==> config.mk <==
export PLATFORM = sky130hd
export DESIGN_NAME = i2c_master_bit_sequencer
export DESIGN_NICKNAME = d
export VERILOG_FILES = /design/src/hdl/i2cbs_pkg.sv /design/src/hdl/i2cbs_front.sv /design/src/hdl/i2cbs_queue.sv /design/src/hdl/i2cbs_back.sv /design/src/hdl/i2c_master_bit_sequencer.sv
export VERILOG_INCLUDE_DIRS = /design/src /design/src/hdl
export SDC_FILE = /design/constraint.sdc
export NUM_CORES = 1
export LEC_CHECK = 0
export BUFFER_PORTS_ARGS = -buffer_cell sky130_fd_sc_hd__buf_2
export CAP_MARGIN = 20
export CORE_ASPECT_RATIO = 1.1
export CORE_MARGIN = 1
export CORE_UTILIZATION = 55
export CTS_CLUSTER_SIZE = 30
export DETAILED_ROUTE_END_ITERATION = 8
export GPL_ROUTABILITY_DRIVEN = 0
export PLACE_DENSITY_LB_ADDON = 0.3
export SYNTH_ARGS = -nofsm -noshare
export SYNTH_HDL_FRONTEND = slang
export SYNTH_SLANG_ARGS = --single-unit
==> constraint.sdc <==
create_clock -name clk -period 7.35 [get_ports clk]
set_input_delay 1.47 -clock clk [delete_from_list [all_inputs] [get_ports clk]]
set_output_delay 1.47 -clock clk [all_outputs]
set_load 0.005 [all_outputs]
==> src/hdl/i2c_master_bit_sequencer_assert.svh <==
// ---------------------------------------------------------------------------
// i2c master bit sequencer assertion macros
// concurrent checks, compiled out when SYNTH is defined
// ---------------------------------------------------------------------------
`ifndef I2C_MASTER_BIT_SEQUENCER_ASSERT_SVH
`define I2C_MASTER_BIT_SEQUENCER_ASSERT_SVH
`ifndef SYNTH
// same-cycle implication
`define I2CBS_ASSERT_IMP(name, ck, rn, ante, cons) \
  name: assert property (@(posedge ck) disable iff (!rn) (ante) |-> (cons)) \
    else $error("i2cbs assertion failed");
// next-cycle implication
`define I2CBS_ASSERT_NXT(name, ck, rn, ante, cons) \
  name: assert property (@(posedge ck) disable iff (!rn) (ante) |=> (cons)) \
    else $error("i2cbs assertion failed");
`else
`define I2CBS_ASSERT_IMP(name, ck, rn, ante, cons)
`define I2CBS_ASSERT_NXT(name, ck, rn, ante, cons)
`endif
`endif

==> src/hdl/i2cbs_pkg.sv <==
// ---------------------------------------------------------------------------
// i2cbs_pkg
// shared types and constants of the i2c master bit sequencer
// ---------------------------------------------------------------------------
`default_nettype none

package i2cbs_pkg;

  // request operation codes
  localparam logic [2:0] OP_START    = 3'd0;
  localparam logic [2:0] OP_STOP     = 3'd1;
  localparam logic [2:0] OP_WRITE    = 3'd2;
  localparam logic [2:0] OP_READ     = 3'd3;
  localparam logic [2:0] OP_SEND_ACK = 3'd4;
  localparam logic [2:0] OP_READ_ACK = 3'd5;
  localparam logic [2:0] OP_SAMPLE   = 3'd6;

  localparam logic [15:0] HOLD_RESET = 16'd720;

  // queue between front and back
  localparam int QDEPTH = 4;
  localparam int QAW    = $clog2(QDEPTH);
  localparam int QCW    = QAW + 1;

  typedef enum logic [3:0] {
    RK_REJECT,
    RK_START,
    RK_STOP,
    RK_WRITE,
    RK_SEND_ACK,
    RK_READ,
    RK_READ_ACK,
    RK_SMP_ACK,
    RK_SMP_DONE,
    RK_SMP_MORE
  } run_kind_t;

  // one classified request: kind, line levels at its start and its operand
  typedef struct packed {
    run_kind_t   kind;
    logic        scl;
    logic        sda;
    logic [7:0]  data;
    logic        bit_v;
  } run_t;

  typedef struct packed {
    logic        scl;
    logic        sda;
    logic        sample_request;
    logic        last_of_run;
    logic        op_complete;
    logic [7:0]  read_data;
    logic        ack_received;
    logic        rejected;
  } step_t;

endpackage

`default_nettype wire

==> src/hdl/i2cbs_front.sv <==
// ---------------------------------------------------------------------------
// i2cbs_front
// accepts requests, checks them against the sample wait and keeps bus state
// ---------------------------------------------------------------------------
`default_nettype none
`include "i2c_master_bit_sequencer_assert.svh"

module i2cbs_front (
  input  wire logic              clk,
  input  wire logic              rst_n,
  input  wire logic              in_valid,
  output logic                   in_stall,
  input  wire logic [2:0]        in_operation,
  input  wire logic [7:0]        in_data_byte,
  input  wire logic              in_ack_bit,
  input  wire logic              in_sda_sampled,
  input  wire logic              q_full,
  output logic                   q_push,
  output i2cbs_pkg::run_t        q_run
);
  import i2cbs_pkg::*;

  typedef enum logic [1:0] {PH_IDLE, PH_BYTE, PH_ACK} phase_t;

  phase_t      phase_r,  phase_nxt;
  logic        scl_r,    scl_nxt;
  logic        sda_r,    sda_nxt;
  logic [7:0]  shift_r,  shift_nxt;
  logic [3:0]  bidx_r,   bidx_nxt;
  logic        acc;
  logic [3:0]  bidx_inc;
  logic [7:0]  shift_in;

  assign in_stall = q_full;
  assign acc      = in_valid && !q_full;
  assign q_push   = acc;
  assign bidx_inc = bidx_r + 4'd1;
  assign shift_in = {shift_r[6:0], in_sda_sampled};

  always_comb begin
    phase_nxt   = phase_r;
    scl_nxt     = scl_r;
    sda_nxt     = sda_r;
    shift_nxt   = shift_r;
    bidx_nxt    = bidx_r;
    q_run.kind  = RK_REJECT;
    q_run.scl   = scl_r;
    q_run.sda   = sda_r;
    q_run.data  = in_data_byte;
    q_run.bit_v = in_ack_bit;
    // a command while a sample is awaited is refused
    if (phase_r != PH_IDLE && in_operation != OP_SAMPLE) begin
      q_run.kind = RK_REJECT;
    end else begin
      case (in_operation)
        OP_START: begin
          q_run.kind = RK_START;
          scl_nxt    = 1'b0;
          sda_nxt    = 1'b0;
        end
        OP_STOP: begin
          q_run.kind = RK_STOP;
          scl_nxt    = 1'b1;
          sda_nxt    = 1'b1;
        end
        OP_WRITE: begin
          q_run.kind = RK_WRITE;
          scl_nxt    = 1'b0;
          sda_nxt    = in_data_byte[0];
        end
        OP_SEND_ACK: begin
          q_run.kind = RK_SEND_ACK;
          scl_nxt    = 1'b0;
          sda_nxt    = in_ack_bit;
        end
        OP_READ: begin
          q_run.kind = RK_READ;
          scl_nxt    = 1'b1;
          sda_nxt    = 1'b1;
          shift_nxt  = 8'd0;
          bidx_nxt   = 4'd0;
          phase_nxt  = PH_BYTE;
        end
        OP_READ_ACK: begin
          q_run.kind = RK_READ_ACK;
          scl_nxt    = 1'b1;
          sda_nxt    = 1'b1;
          phase_nxt  = PH_ACK;
        end
        OP_SAMPLE: begin
          q_run.bit_v = in_sda_sampled;
          if (phase_r == PH_ACK) begin
            q_run.kind = RK_SMP_ACK;
            scl_nxt    = 1'b0;
            phase_nxt  = PH_IDLE;
          end else if (phase_r == PH_BYTE) begin
            shift_nxt = shift_in;
            if (bidx_inc >= 4'd8) begin
              q_run.kind = RK_SMP_DONE;
              q_run.data = shift_in;
              scl_nxt    = 1'b0;
              bidx_nxt   = 4'd0;
              phase_nxt  = PH_IDLE;
            end else begin
              // clock low then high again for the next bit
              q_run.kind = RK_SMP_MORE;
              scl_nxt    = 1'b1;
              bidx_nxt   = bidx_inc;
            end
          end else begin
            q_run.kind = RK_REJECT;
          end
        end
        default: begin
          q_run.kind = RK_REJECT;
        end
      endcase
    end
    if (q_run.kind == RK_REJECT) begin
      phase_nxt = phase_r;
      scl_nxt   = scl_r;
      sda_nxt   = sda_r;
      shift_nxt = shift_r;
      bidx_nxt  = bidx_r;
    end
  end

  always_ff @(posedge clk) begin
    if (!rst_n) begin
      phase_r <= PH_IDLE;
      scl_r   <= 1'b1;
      sda_r   <= 1'b1;
      shift_r <= 8'd0;
      bidx_r  <= 4'd0;
    end else if (acc) begin
      phase_r <= phase_nxt;
      scl_r   <= scl_nxt;
      sda_r   <= sda_nxt;
      shift_r <= shift_nxt;
      bidx_r  <= bidx_nxt;
    end
  end

  `I2CBS_ASSERT_IMP(a_byte_count_range, clk, rst_n, phase_r == PH_BYTE, bidx_r < 4'd8)
  `I2CBS_ASSERT_IMP(a_count_clear_off_byte, clk, rst_n, phase_r != PH_BYTE, bidx_r == 4'd0)
  `I2CBS_ASSERT_NXT(a_read_enters_wait, clk, rst_n, acc && q_run.kind == RK_READ, phase_r == PH_BYTE)

endmodule

`default_nettype wire

==> src/hdl/i2cbs_queue.sv <==
// ---------------------------------------------------------------------------
// i2cbs_queue
// short request queue decoupling the front from the line sequencer
// ---------------------------------------------------------------------------
`default_nettype none

module i2cbs_queue (
  input  wire logic              clk,
  input  wire logic              rst_n,
  input  wire logic              push,
  input  i2cbs_pkg::run_t        push_run,
  output logic                   full,
  input  wire logic              pop,
  output i2cbs_pkg::run_t        pop_run,
  output logic                   empty
);
  import i2cbs_pkg::*;

  run_t             mem_r [QDEPTH];
  logic [QAW-1:0]   wr_ptr_r, wr_ptr_nxt;
  logic [QAW-1:0]   rd_ptr_r, rd_ptr_nxt;
  logic [QCW-1:0]   cnt_r,    cnt_nxt;
  logic             do_push;
  logic             do_pop;

  assign full    = (cnt_r == QCW'(QDEPTH));
  assign empty   = (cnt_r == '0);
  assign do_push = push && !full;
  assign do_pop  = pop && !empty;
  assign pop_run = mem_r[rd_ptr_r];

  always_comb begin
    wr_ptr_nxt = do_push ? wr_ptr_r + 1'b1 : wr_ptr_r;
    rd_ptr_nxt = do_pop  ? rd_ptr_r + 1'b1 : rd_ptr_r;
    cnt_nxt    = cnt_r;
    if (do_push && !do_pop) begin
      cnt_nxt = cnt_r + 1'b1;
    end else if (do_pop && !do_push) begin
      cnt_nxt = cnt_r - 1'b1;
    end
  end

  always_ff @(posedge clk) begin
    if (!rst_n) begin
      wr_ptr_r <= '0;
      rd_ptr_r <= '0;
      cnt_r    <= '0;
    end else begin
      wr_ptr_r <= wr_ptr_nxt;
      rd_ptr_r <= rd_ptr_nxt;
      cnt_r    <= cnt_nxt;
    end
  end

  always_ff @(posedge clk) begin
    if (do_push) begin
      mem_r[wr_ptr_r] <= push_run;
    end
  end

endmodule

`default_nettype wire

==> src/hdl/i2cbs_back.sv <==
// ---------------------------------------------------------------------------
// i2cbs_back
// expands queued requests into line steps, each held for the hold time
// ---------------------------------------------------------------------------
`default_nettype none
`include "i2c_master_bit_sequencer_assert.svh"

module i2cbs_back (
  input  wire logic              clk,
  input  wire logic              rst_n,
  input  wire logic [15:0]       hold_cycles,
  input  i2cbs_pkg::run_t        q_run,
  input  wire logic              q_empty,
  output logic                   q_pop,
  output logic                   out_valid,
  input  wire logic              out_stall,
  output i2cbs_pkg::step_t       out_step
);
  import i2cbs_pkg::*;

  run_t        cur_r;
  logic        active_r, active_nxt;
  logic [1:0]  phs_r,    phs_nxt;
  logic [2:0]  bit_r,    bit_nxt;
  logic [15:0] wait_r,   wait_nxt;
  logic        valid_r,  valid_nxt;
  step_t       outq_r;
  step_t       stp;
  logic        emit;
  logic        taken;
  logic        wbit;

  assign taken     = valid_r && !out_stall;
  assign emit      = active_r && !valid_r && (wait_r == '0);
  assign q_pop     = !active_r && !q_empty;
  assign out_valid = valid_r;
  assign out_step  = outq_r;
  assign wbit      = cur_r.data[3'd7 - bit_r];

  // step generator
  always_comb begin
    stp = '0;
    stp.scl = cur_r.scl;
    stp.sda = cur_r.sda;
    case (cur_r.kind)
      RK_REJECT: begin
        stp.rejected    = 1'b1;
        stp.last_of_run = 1'b1;
      end
      RK_START: begin
        case (phs_r)
          2'd0: begin stp.sda = 1'b1; end
          2'd1: begin stp.scl = 1'b1; stp.sda = 1'b1; end
          2'd2: begin stp.scl = 1'b1; stp.sda = 1'b0; end
          default: begin
            stp.scl = 1'b0;
            stp.sda = 1'b0;
            stp.op_complete = 1'b1;
            stp.last_of_run = 1'b1;
          end
        endcase
      end
      RK_STOP: begin
        case (phs_r)
          2'd0: begin stp.sda = 1'b0; end
          2'd1: begin stp.scl = 1'b1; stp.sda = 1'b0; end
          default: begin
            stp.scl = 1'b1;
            stp.sda = 1'b1;
            stp.op_complete = 1'b1;
            stp.last_of_run = 1'b1;
          end
        endcase
      end
      RK_WRITE: begin
        stp.sda = wbit;
        case (phs_r)
          2'd0: begin stp.scl = (bit_r == 3'd0) ? cur_r.scl : 1'b0; end
          2'd1: begin stp.scl = 1'b1; end
          default: begin
            stp.scl = 1'b0;
            stp.op_complete = (bit_r == 3'd7);
            stp.last_of_run = (bit_r == 3'd7);
          end
        endcase
      end
      RK_SEND_ACK: begin
        stp.sda = cur_r.bit_v;
        case (phs_r)
          2'd0: begin stp.scl = cur_r.scl; end
          2'd1: begin stp.scl = 1'b1; end
          default: begin
            stp.scl = 1'b0;
            stp.op_complete = 1'b1;
            stp.last_of_run = 1'b1;
          end
        endcase
      end
      RK_READ, RK_READ_ACK: begin
        stp.sda = 1'b1;
        if (phs_r != 2'd0) begin
          stp.scl            = 1'b1;
          stp.sample_request = 1'b1;
          stp.last_of_run    = 1'b1;
        end
      end
      RK_SMP_ACK: begin
        stp.scl          = 1'b0;
        stp.ack_received = cur_r.bit_v;
        stp.op_complete  = 1'b1;
        stp.last_of_run  = 1'b1;
      end
      RK_SMP_DONE: begin
        stp.scl         = 1'b0;
        stp.read_data   = cur_r.data;
        stp.op_complete = 1'b1;
        stp.last_of_run = 1'b1;
      end
      RK_SMP_MORE: begin
        if (phs_r == 2'd0) begin
          stp.scl = 1'b0;
        end else begin
          stp.scl            = 1'b1;
          stp.sample_request = 1'b1;
          stp.last_of_run    = 1'b1;
        end
      end
      default: begin
        stp.rejected    = 1'b1;
        stp.last_of_run = 1'b1;
      end
    endcase
  end

  always_comb begin
    active_nxt = active_r;
    phs_nxt    = phs_r;
    bit_nxt    = bit_r;
    wait_nxt   = wait_r;
    valid_nxt  = valid_r;
    if (taken) begin
      valid_nxt = 1'b0;
      // hold the line state before the next step
      wait_nxt  = (hold_cycles == '0) ? '0 : hold_cycles - 16'd1;
    end else if (wait_r != '0) begin
      wait_nxt = wait_r - 16'd1;
    end
    if (q_pop) begin
      active_nxt = 1'b1;
      phs_nxt    = 2'd0;
      bit_nxt    = 3'd0;
    end else if (emit) begin
      valid_nxt = 1'b1;
      if (stp.last_of_run) begin
        active_nxt = 1'b0;
      end else if (cur_r.kind == RK_WRITE && phs_r == 2'd2) begin
        phs_nxt = 2'd0;
        bit_nxt = bit_r + 3'd1;
      end else begin
        phs_nxt = phs_r + 2'd1;
      end
    end
  end

  always_ff @(posedge clk) begin
    if (!rst_n) begin
      active_r <= 1'b0;
      phs_r    <= 2'd0;
      bit_r    <= 3'd0;
      wait_r   <= '0;
      valid_r  <= 1'b0;
    end else begin
      active_r <= active_nxt;
      phs_r    <= phs_nxt;
      bit_r    <= bit_nxt;
      wait_r   <= wait_nxt;
      valid_r  <= valid_nxt;
    end
  end

  always_ff @(posedge clk) begin
    if (q_pop) begin
      cur_r <= q_run;
    end
    if (emit) begin
      outq_r <= stp;
    end
  end

  `I2CBS_ASSERT_IMP(a_no_step_in_hold, clk, rst_n, valid_r, wait_r == '0)
  `I2CBS_ASSERT_NXT(a_last_ends_run, clk, rst_n, emit && stp.last_of_run, !active_r)
  `I2CBS_ASSERT_IMP(a_reject_is_last, clk, rst_n, valid_r && outq_r.rejected, outq_r.last_of_run)

endmodule

`default_nettype wire

==> src/hdl/i2c_master_bit_sequencer.sv <==
// ---------------------------------------------------------------------------
// i2c_master_bit_sequencer
// open-drain i2c master line sequencer: requests in, paced line steps out
//
//   channel  direction  handshake            payload
//   in_      to block   in_valid/in_stall    operation, data_byte, ack_bit, sda_sampled
//   out_     from block out_valid/out_stall  scl/sda levels, sample_request, status
//   cfg_     to block   cfg_wr_en            hold_cycles (16 bit)
//
// each line step is shown for at least the hold time, set by the hold
// counter in the back end from hold_cycles; a write byte takes 24 steps.
// requests are taken one a cycle while the four-entry queue has room.
// out_stall only stretches the current step.
// synchronous reset; no clearing pass.
// ---------------------------------------------------------------------------
`default_nettype none

module i2c_master_bit_sequencer (
  input  wire logic        clk,
  input  wire logic        rst_n,
  input  wire logic        cfg_wr_en,
  input  wire logic [15:0] cfg_wr_data,
  input  wire logic        in_valid,
  output logic             in_stall,
  input  wire logic [2:0]  in_operation,
  input  wire logic [7:0]  in_data_byte,
  input  wire logic        in_ack_bit,
  input  wire logic        in_sda_sampled,
  output logic             out_valid,
  input  wire logic        out_stall,
  output logic             out_scl_out,
  output logic             out_sda_out,
  output logic             out_sample_request,
  output logic             out_last_of_run,
  output logic             out_op_complete,
  output logic [7:0]       out_read_data,
  output logic             out_ack_received,
  output logic             out_rejected
);
  import i2cbs_pkg::*;

  logic [15:0] hold_r;
  logic        q_full;
  logic        q_empty;
  logic        q_push;
  logic        q_pop;
  run_t        push_run;
  run_t        pop_run;
  step_t       step;

  always_ff @(posedge clk) begin
    if (!rst_n) begin
      hold_r <= HOLD_RESET;
    end else if (cfg_wr_en) begin
      hold_r <= cfg_wr_data;
    end
  end

  i2cbs_front u_front (
    .clk            (clk),
    .rst_n          (rst_n),
    .in_valid       (in_valid),
    .in_stall       (in_stall),
    .in_operation   (in_operation),
    .in_data_byte   (in_data_byte),
    .in_ack_bit     (in_ack_bit),
    .in_sda_sampled (in_sda_sampled),
    .q_full         (q_full),
    .q_push         (q_push),
    .q_run          (push_run)
  );

  i2cbs_queue u_queue (
    .clk      (clk),
    .rst_n    (rst_n),
    .push     (q_push),
    .push_run (push_run),
    .full     (q_full),
    .pop      (q_pop),
    .pop_run  (pop_run),
    .empty    (q_empty)
  );

  i2cbs_back u_back (
    .clk         (clk),
    .rst_n       (rst_n),
    .hold_cycles (hold_r),
    .q_run       (pop_run),
    .q_empty     (q_empty),
    .q_pop       (q_pop),
    .out_valid   (out_valid),
    .out_stall   (out_stall),
    .out_step    (step)
  );

  assign out_scl_out        = step.scl;
  assign out_sda_out        = step.sda;
  assign out_sample_request = step.sample_request;
  assign out_last_of_run    = step.last_of_run;
  assign out_op_complete    = step.op_complete;
  assign out_read_data      = step.read_data;
  assign out_ack_received   = step.ack_received;
  assign out_rejected       = step.rejected;

endmodule

`default_nettype wire

# Word level (Yosys, flattened, before mapping)

Memories as Yosys holds them, arrays and structs flattened. A register that Yosys moved wholly into a read port is not among the register bits.
Index checks and enable logic that the tools add are counted.

Equal/unequal tests: 26
Magnitude comparators: 2
Reductions and logical operators: 53
Multiplexer cells: 62
Add/sub/neg operators: 10
Bitwise operators: 4

Operators with widths:

| kind                                                                 | count |
|---|---|
| 16-bit two-way mux                                                   | 3 |
| 16-bit logical NOT                                                   | 2 |
| 16-bit by 1-bit subtractor with 16-bit output, second input constant | 2 |
| 4-bit case mux with 7 select lines                                   | 1 |
| 4-bit two-way mux                                                    | 6 |
| 8-bit two-way mux                                                    | 3 |
| 1-bit two-way mux                                                    | 20 |
| 2-bit two-way mux                                                    | 9 |
| 9-bit two-way mux                                                    | 2 |
| 4-bit by 3-bit == test with 1-bit output, second input constant      | 4 |
| 16-bit nonzero test                                                  | 1 |
| 3-bit == test, second input constant                                 | 5 |
| 7-bit two-way mux                                                    | 2 |
| 7-bit case mux with 2 select lines                                   | 1 |
| 2-bit nonzero test                                                   | 7 |
| 6-bit AND reduction                                                  | 2 |
| 2-bit OR reduction                                                   | 6 |
| 1-bit logical AND                                                    | 11 |
| 1-bit case mux with 5 select lines                                   | 2 |
| 3-bit logical NOT                                                    | 3 |
| 3-bit OR reduction                                                   | 3 |
| 9-bit OR reduction                                                   | 1 |
| 4-bit by 2-bit == test with 1-bit output, second input constant      | 2 |
| 4-bit == test, second input constant                                 | 2 |
| 34 further kinds                                                     | 57 |

Memories: 1
Word-level logic and storage cells: 180
Flip-flop bits (word level): 76
Output and inout port bits: 17
RAM bits: 60
Input port bits: 34

Memories:

| name          | depth | bits a word | read ports | clocked after Yosys merged registers in | write ports | RTL line          | RTL |
|---|---|---|---|---|---|---|---|
| u_queue.mem_r | 4     | 15          | 1          | 1                                       | 1           | i2cbs_queue.sv:19 | `run_t mem_r [QDEPTH];` |

# Longest topological paths before layout

Depth after elaboration: 10
Depth in mapped cells: 9
Depth with buffers taken out: 9

# By module

Synthesis repeated with hierarchy kept, for this count alone.

Cells, all modules: 598
Area, all modules: 7348.3 um2

By module, submodules not included:

| module                   | area an instance (um2) | instances | sequential area each (um2) | cells each |
|---|---|---|---|---|
| i2cbs_back               | 3069.2                 | 1         | 1361.3                     | 310 |
| i2cbs_queue              | 2665.1                 | 1         | 1981.9                     | 126 |
| i2cbs_front              | 1008.5                 | 1         | 300.3                      | 111 |
| i2c_master_bit_sequencer | 605.6                  | 1         | 320.3                      | 51 |

# Worst setup path before layout

No wires, ideal clock.

Path kind: input to register
From: input in_valid
To: register u_queue.cnt_r[2]
Buffers on the path: 1
Slack: 4.080 ns
Library setup time: 0.076 ns
Data required time: 7.274 ns
Data arrival time: 3.194 ns
Stages on the path: 8
Cells stage by stage: nor2b_1 clkbuf_1 ha_1 inv_1 fa_1 xor2_1 or3_1 a21boi_0

Cells in the longest elaborated chain, start to end: 5
Elaborated cells on any way between the ends: 7
Those cells by class: mux: 1; reduce/logical: 6

Ends and longest elaborated chain:

| item                                | RTL line                       | RTL |
|---|---|---|
| start: declaration                  | i2c_master_bit_sequencer.sv:23 | `input wire logic in_valid,` |
| 1-bit logical AND (*)               | i2cbs_front.sv:35              | `assign acc = in_valid && !q_full;` |
| 1-bit logical AND (*)               | i2cbs_queue.sv:28              | `assign do_push = push && !full;` |
| net u_queue.do_push                 | i2cbs_queue.sv:23              | `logic do_push;` |
| 1-bit logical NOT                   | i2cbs_queue.sv:38              | `end else if (do_pop && !do_push) begin` |
| 1-bit logical AND                   | i2cbs_queue.sv:38              |  |
| 2-bit nonzero test (no source line) | n/a                            |  |
| end signal: assignment              | i2cbs_queue.sv:51              | `cnt_r <= cnt_nxt;` |
| end: declaration                    | i2cbs_queue.sv:22              | `logic [QCW-1:0] cnt_r, cnt_nxt;` |

The timed path passes the listed nets; every way through them passes the cells marked *.
A chain may end at the register's enable or synchronous reset.

# Final worst setup path

From: input in_valid
To: register u_queue.cnt_r[2]

Cells in the longest elaborated chain, start to end: 5
Elaborated cells on any way between the ends: 7
Those cells by class: mux: 1; reduce/logical: 6

Ends and longest elaborated chain:

| item                                | RTL line |
|---|---|
| 1-bit logical AND (*)               | i2cbs_front.sv:35 |
| 1-bit logical AND (*)               | i2cbs_queue.sv:28 |
| 1-bit logical NOT                   | i2cbs_queue.sv:38 |
| 1-bit logical AND                   | i2cbs_queue.sv:38 |
| 2-bit nonzero test (no source line) | n/a |

Every way passes the cells marked *; elsewhere a longest branch is shown, timed or not.

==> run metrics <==
status finished, final reports clean; total chip power 2.84 mW; final period utilization 44.5%; Post-route DRC 0; Critical Path RT 7700 ps; initial antenna violation count 0; Via density 5.92; most common cell in the netlist edfxtp_1; Netlist cell types 66; P_int 1.94 mW; # rows 43; NetSw 902 uW; Slew HR 32.8%; Final Setup Violations 0; Post-CTS Setup Bufs 0; CTS hold repair buffers 0; Initial Utilization 56.4%; register area 3920 um2; Area growth syn-to-layout 13.2%; reg2reg setup slack 4410 ps; final hold vios 0; critical path cell sequence buf_2 -> nor2b_1 -> ha_1 -> inv_1 -> fa_1 -> xor2_1 -> or3_1 -> a21boi_0; post-CTS resize count 0; Worst Path Max Fanout 14; core area 12600 um2; Seq pwr share 43.5%; Achievable Freq 0.305 GHz; Critical Path Slowest Stage Cell nor2b_1; Yosys reg bits 151; skew final 10.7 ps; Least-Margin Pin Slew 1000 ps; synth top area cells edfxtp_1, dfxtp_1, mux4_2, mux2i_1, ha_1; clock sinks 151; Post-synth EDFFs 90; die area 13400 um2; hpwl dp 9.27 mm; IO Pins 51; Worst Setup End Kind flip-flop; Hold Slack 486 ps; final instance area 8070 um2; RSZ-0062 raised after global routing false; Comb power frac 27.9%; Overflow after GRT 0; synth cell count leaders edfxtp_1, dfxtp_1, nand2_1, nor2_1, clkbuf_1; Synth area leader edfxtp_1; syn_nets 644; CTS root buf clkbuf_16; CP Launch Type primary input; async set-reset flop share out of synthesis 0%; vias after detailed routing 4781; P_leak 2.86 nW; Synth Area in Adders 2.91%; die width 111 um; DRC violation total after the first TritonRoute iteration 344; Peak supply drop 0.000188 V; Num CTS Buffers 17; Clk network pwr share 28.6%; pwr dens 352 nW/um2; Top FF cell, synth edfxtp_1; vias in the first global route 4585; first-pass GRT wire length 23.2 mm; nets 687; clock buffer depth 2; worst hold path type reg2reg; Routed wire per std cell 17.3 um; Slew Viols, Final 0; Avg Inst Size Synth 12.0 um2; WS Path Type in2reg; Max stage delay on crit path 700 ps; Initial DRT Pass Iterations 5; post-synthesis compound-gate area fraction 9.72%; n_diodes 0; post-synthesis xor/xnor area fraction 3.69%; final WL 14.0 mm; CTS tree built; share of the yosys chip area belonging to registers 55.0%; IO buf count 50; WP data arrival 3620 ps; cells after synthesis 594; dpl cell area 7480 um2; fin util 63.8%; Die Y 121 um; proportion of synthesized area in mux cells 10.0%; FILL cells 943; crit path time final 3270 ps; yosys warns 0; largest family of logic cells by synthesized area simple AND/OR/NAND/NOR gates; H-Tree Depth 4; Worst-Skew Late Latency 430 ps; post-synth top area share 37.9%; antenna viol nets, final 0; Global Route Usage Sum 22.4%; Syn Std Cell Area 7130 um2; CTS clk-pin slew, worst paths 60 ps; simple-gate portion of the synthesized area 16.0%; sw frac 31.8%; largest net degree at the start of global routing 46; final setup TNS 0 ps; max-cap check violation count 0; CP Buf/Inv Count 2; CP delay by family, top simple AND/OR/NAND/NOR gates; share of cells above drive strength 1 18.3%; area of the multi-input gates 3030 um2
## logic make-up (layout without fill, tap and decap cells)
family                   count (synthesis)  count (layout)
multiplexers                            49              49
AO/OA/AOI/OAI                           97              97
buffers and inverters                   47             103
XOR/XNOR                                30              30
AND/OR/NAND/NOR                        204             204
flip-flops                             151             151
adder cells (fa/ha/maj)                 16              16
## area by class of cell
| cell class | count | share of cell area (%) |
|---|---|---|
| clock buffer | 24 | 6.11 |
| multi-input combinational | 396 | 37.5 |
| inverter | 15 | 0.697 |
| timing repair buffer | 56 | 3.87 |
| clock inverter | 8 | 0.806 |
| sequential | 151 | 48.6 |
| tap | 157 | 2.43 |
## state kept, by name, summed over array words and instances (netlist names)
| register | cells |
|---|---|
| u_queue.mem_r | 60 |
| hold_r | 16 |
| u_back.wait_r | 16 |
| u_back.cur_r | 15 |
| u_back.out_step | 15 |
| u_front.shift_r | 7 |
| u_front.bidx_r | 4 |
| u_back.bit_r | 3 |
| u_queue.cnt_r | 3 |
| u_back.phs_r | 2 |
| u_front.phase_r | 2 |
| u_queue.rd_ptr_r | 2 |
| u_queue.wr_ptr_r | 2 |
| u_back.active_r | 1 |
| u_back.out_valid | 1 |
| u_front.scl_r | 1 |
| u_front.sda_r | 1 |
## metal layers
| layer | share of wire, % | global-route usage (%) |
|---|---|---|
| met1 | 45 | 28.5 |
| met2 | 49 | 36.6 |
| met3 | 4.3 | 5.44 |
| met4 | 1.8 | 9.58 |
| met5 | 0 | 0 |
## power groups by stage
| stage | combinational (mW) | sequential (mW) | clock [mW] |
|---|---|---|---|
| 3_5_place_dp | 0.753 | 1.26 | 0 |
| 5_1_grt | 0.881 | 1.26 | 0.858 |
| 2_1_floorplan | 0.645 | 1.17 | 0 |
| 4_1_cts | 0.765 | 1.24 | 0.822 |
| 3_3_place_gp | 0.725 | 1.25 | 0 |
| 6_report | 0.792 | 1.24 | 0.812 |
## per-stage QoR
step                setup slack (ps)  std cells
floorplan                       4080        594
global placement                3760        773
detailed placement              3650        773
CTS                             4080        805
global route                    3960        807
finish                          4080        807
## path summary, 6_finish.rpt
path / startpoint / end / cells after the start
hold / removal: u_front.shift_r[6] / u_front.shift_r[6] / 2
setup reg to reg: u_back.wait_r[0] / u_back.wait_r[6] / 7
setup / recovery: in_valid / u_queue.cnt_r[2] / 8
hold reg to reg: u_front.shift_r[6] / u_front.shift_r[6] / 2
## cells in the final DEF, fill, tap and decap left out, types with 16 or more instances in the layout
cell type / netlist / routed
xor2_1: 16 / 16
clkbuf_16: 0 / 18
edfxtp_1: 90 / 90
o21ai_0: 17 / 17
a21oi_1: 17 / 17
buf_2: 1 / 51
mux2i_1: 23 / 23
nor2_1: 35 / 35
nor2b_1: 25 / 25
dfxtp_1: 61 / 61
nand3_1: 17 / 17
and2_1: 18 / 18
nand2_1: 35 / 35
mux4_2: 17 / 17
## worst reg2reg max path, cell delays in order (launching register included)
cell and delay (ps):
dfxtp_1 340, inv_1 70, ha_1 170, nor3b_2 530
nand3_1 280, or2_2 410, o21ai_1 790, o21ba_1 250
Note: power is estimated with default switching activity, not from simulation.
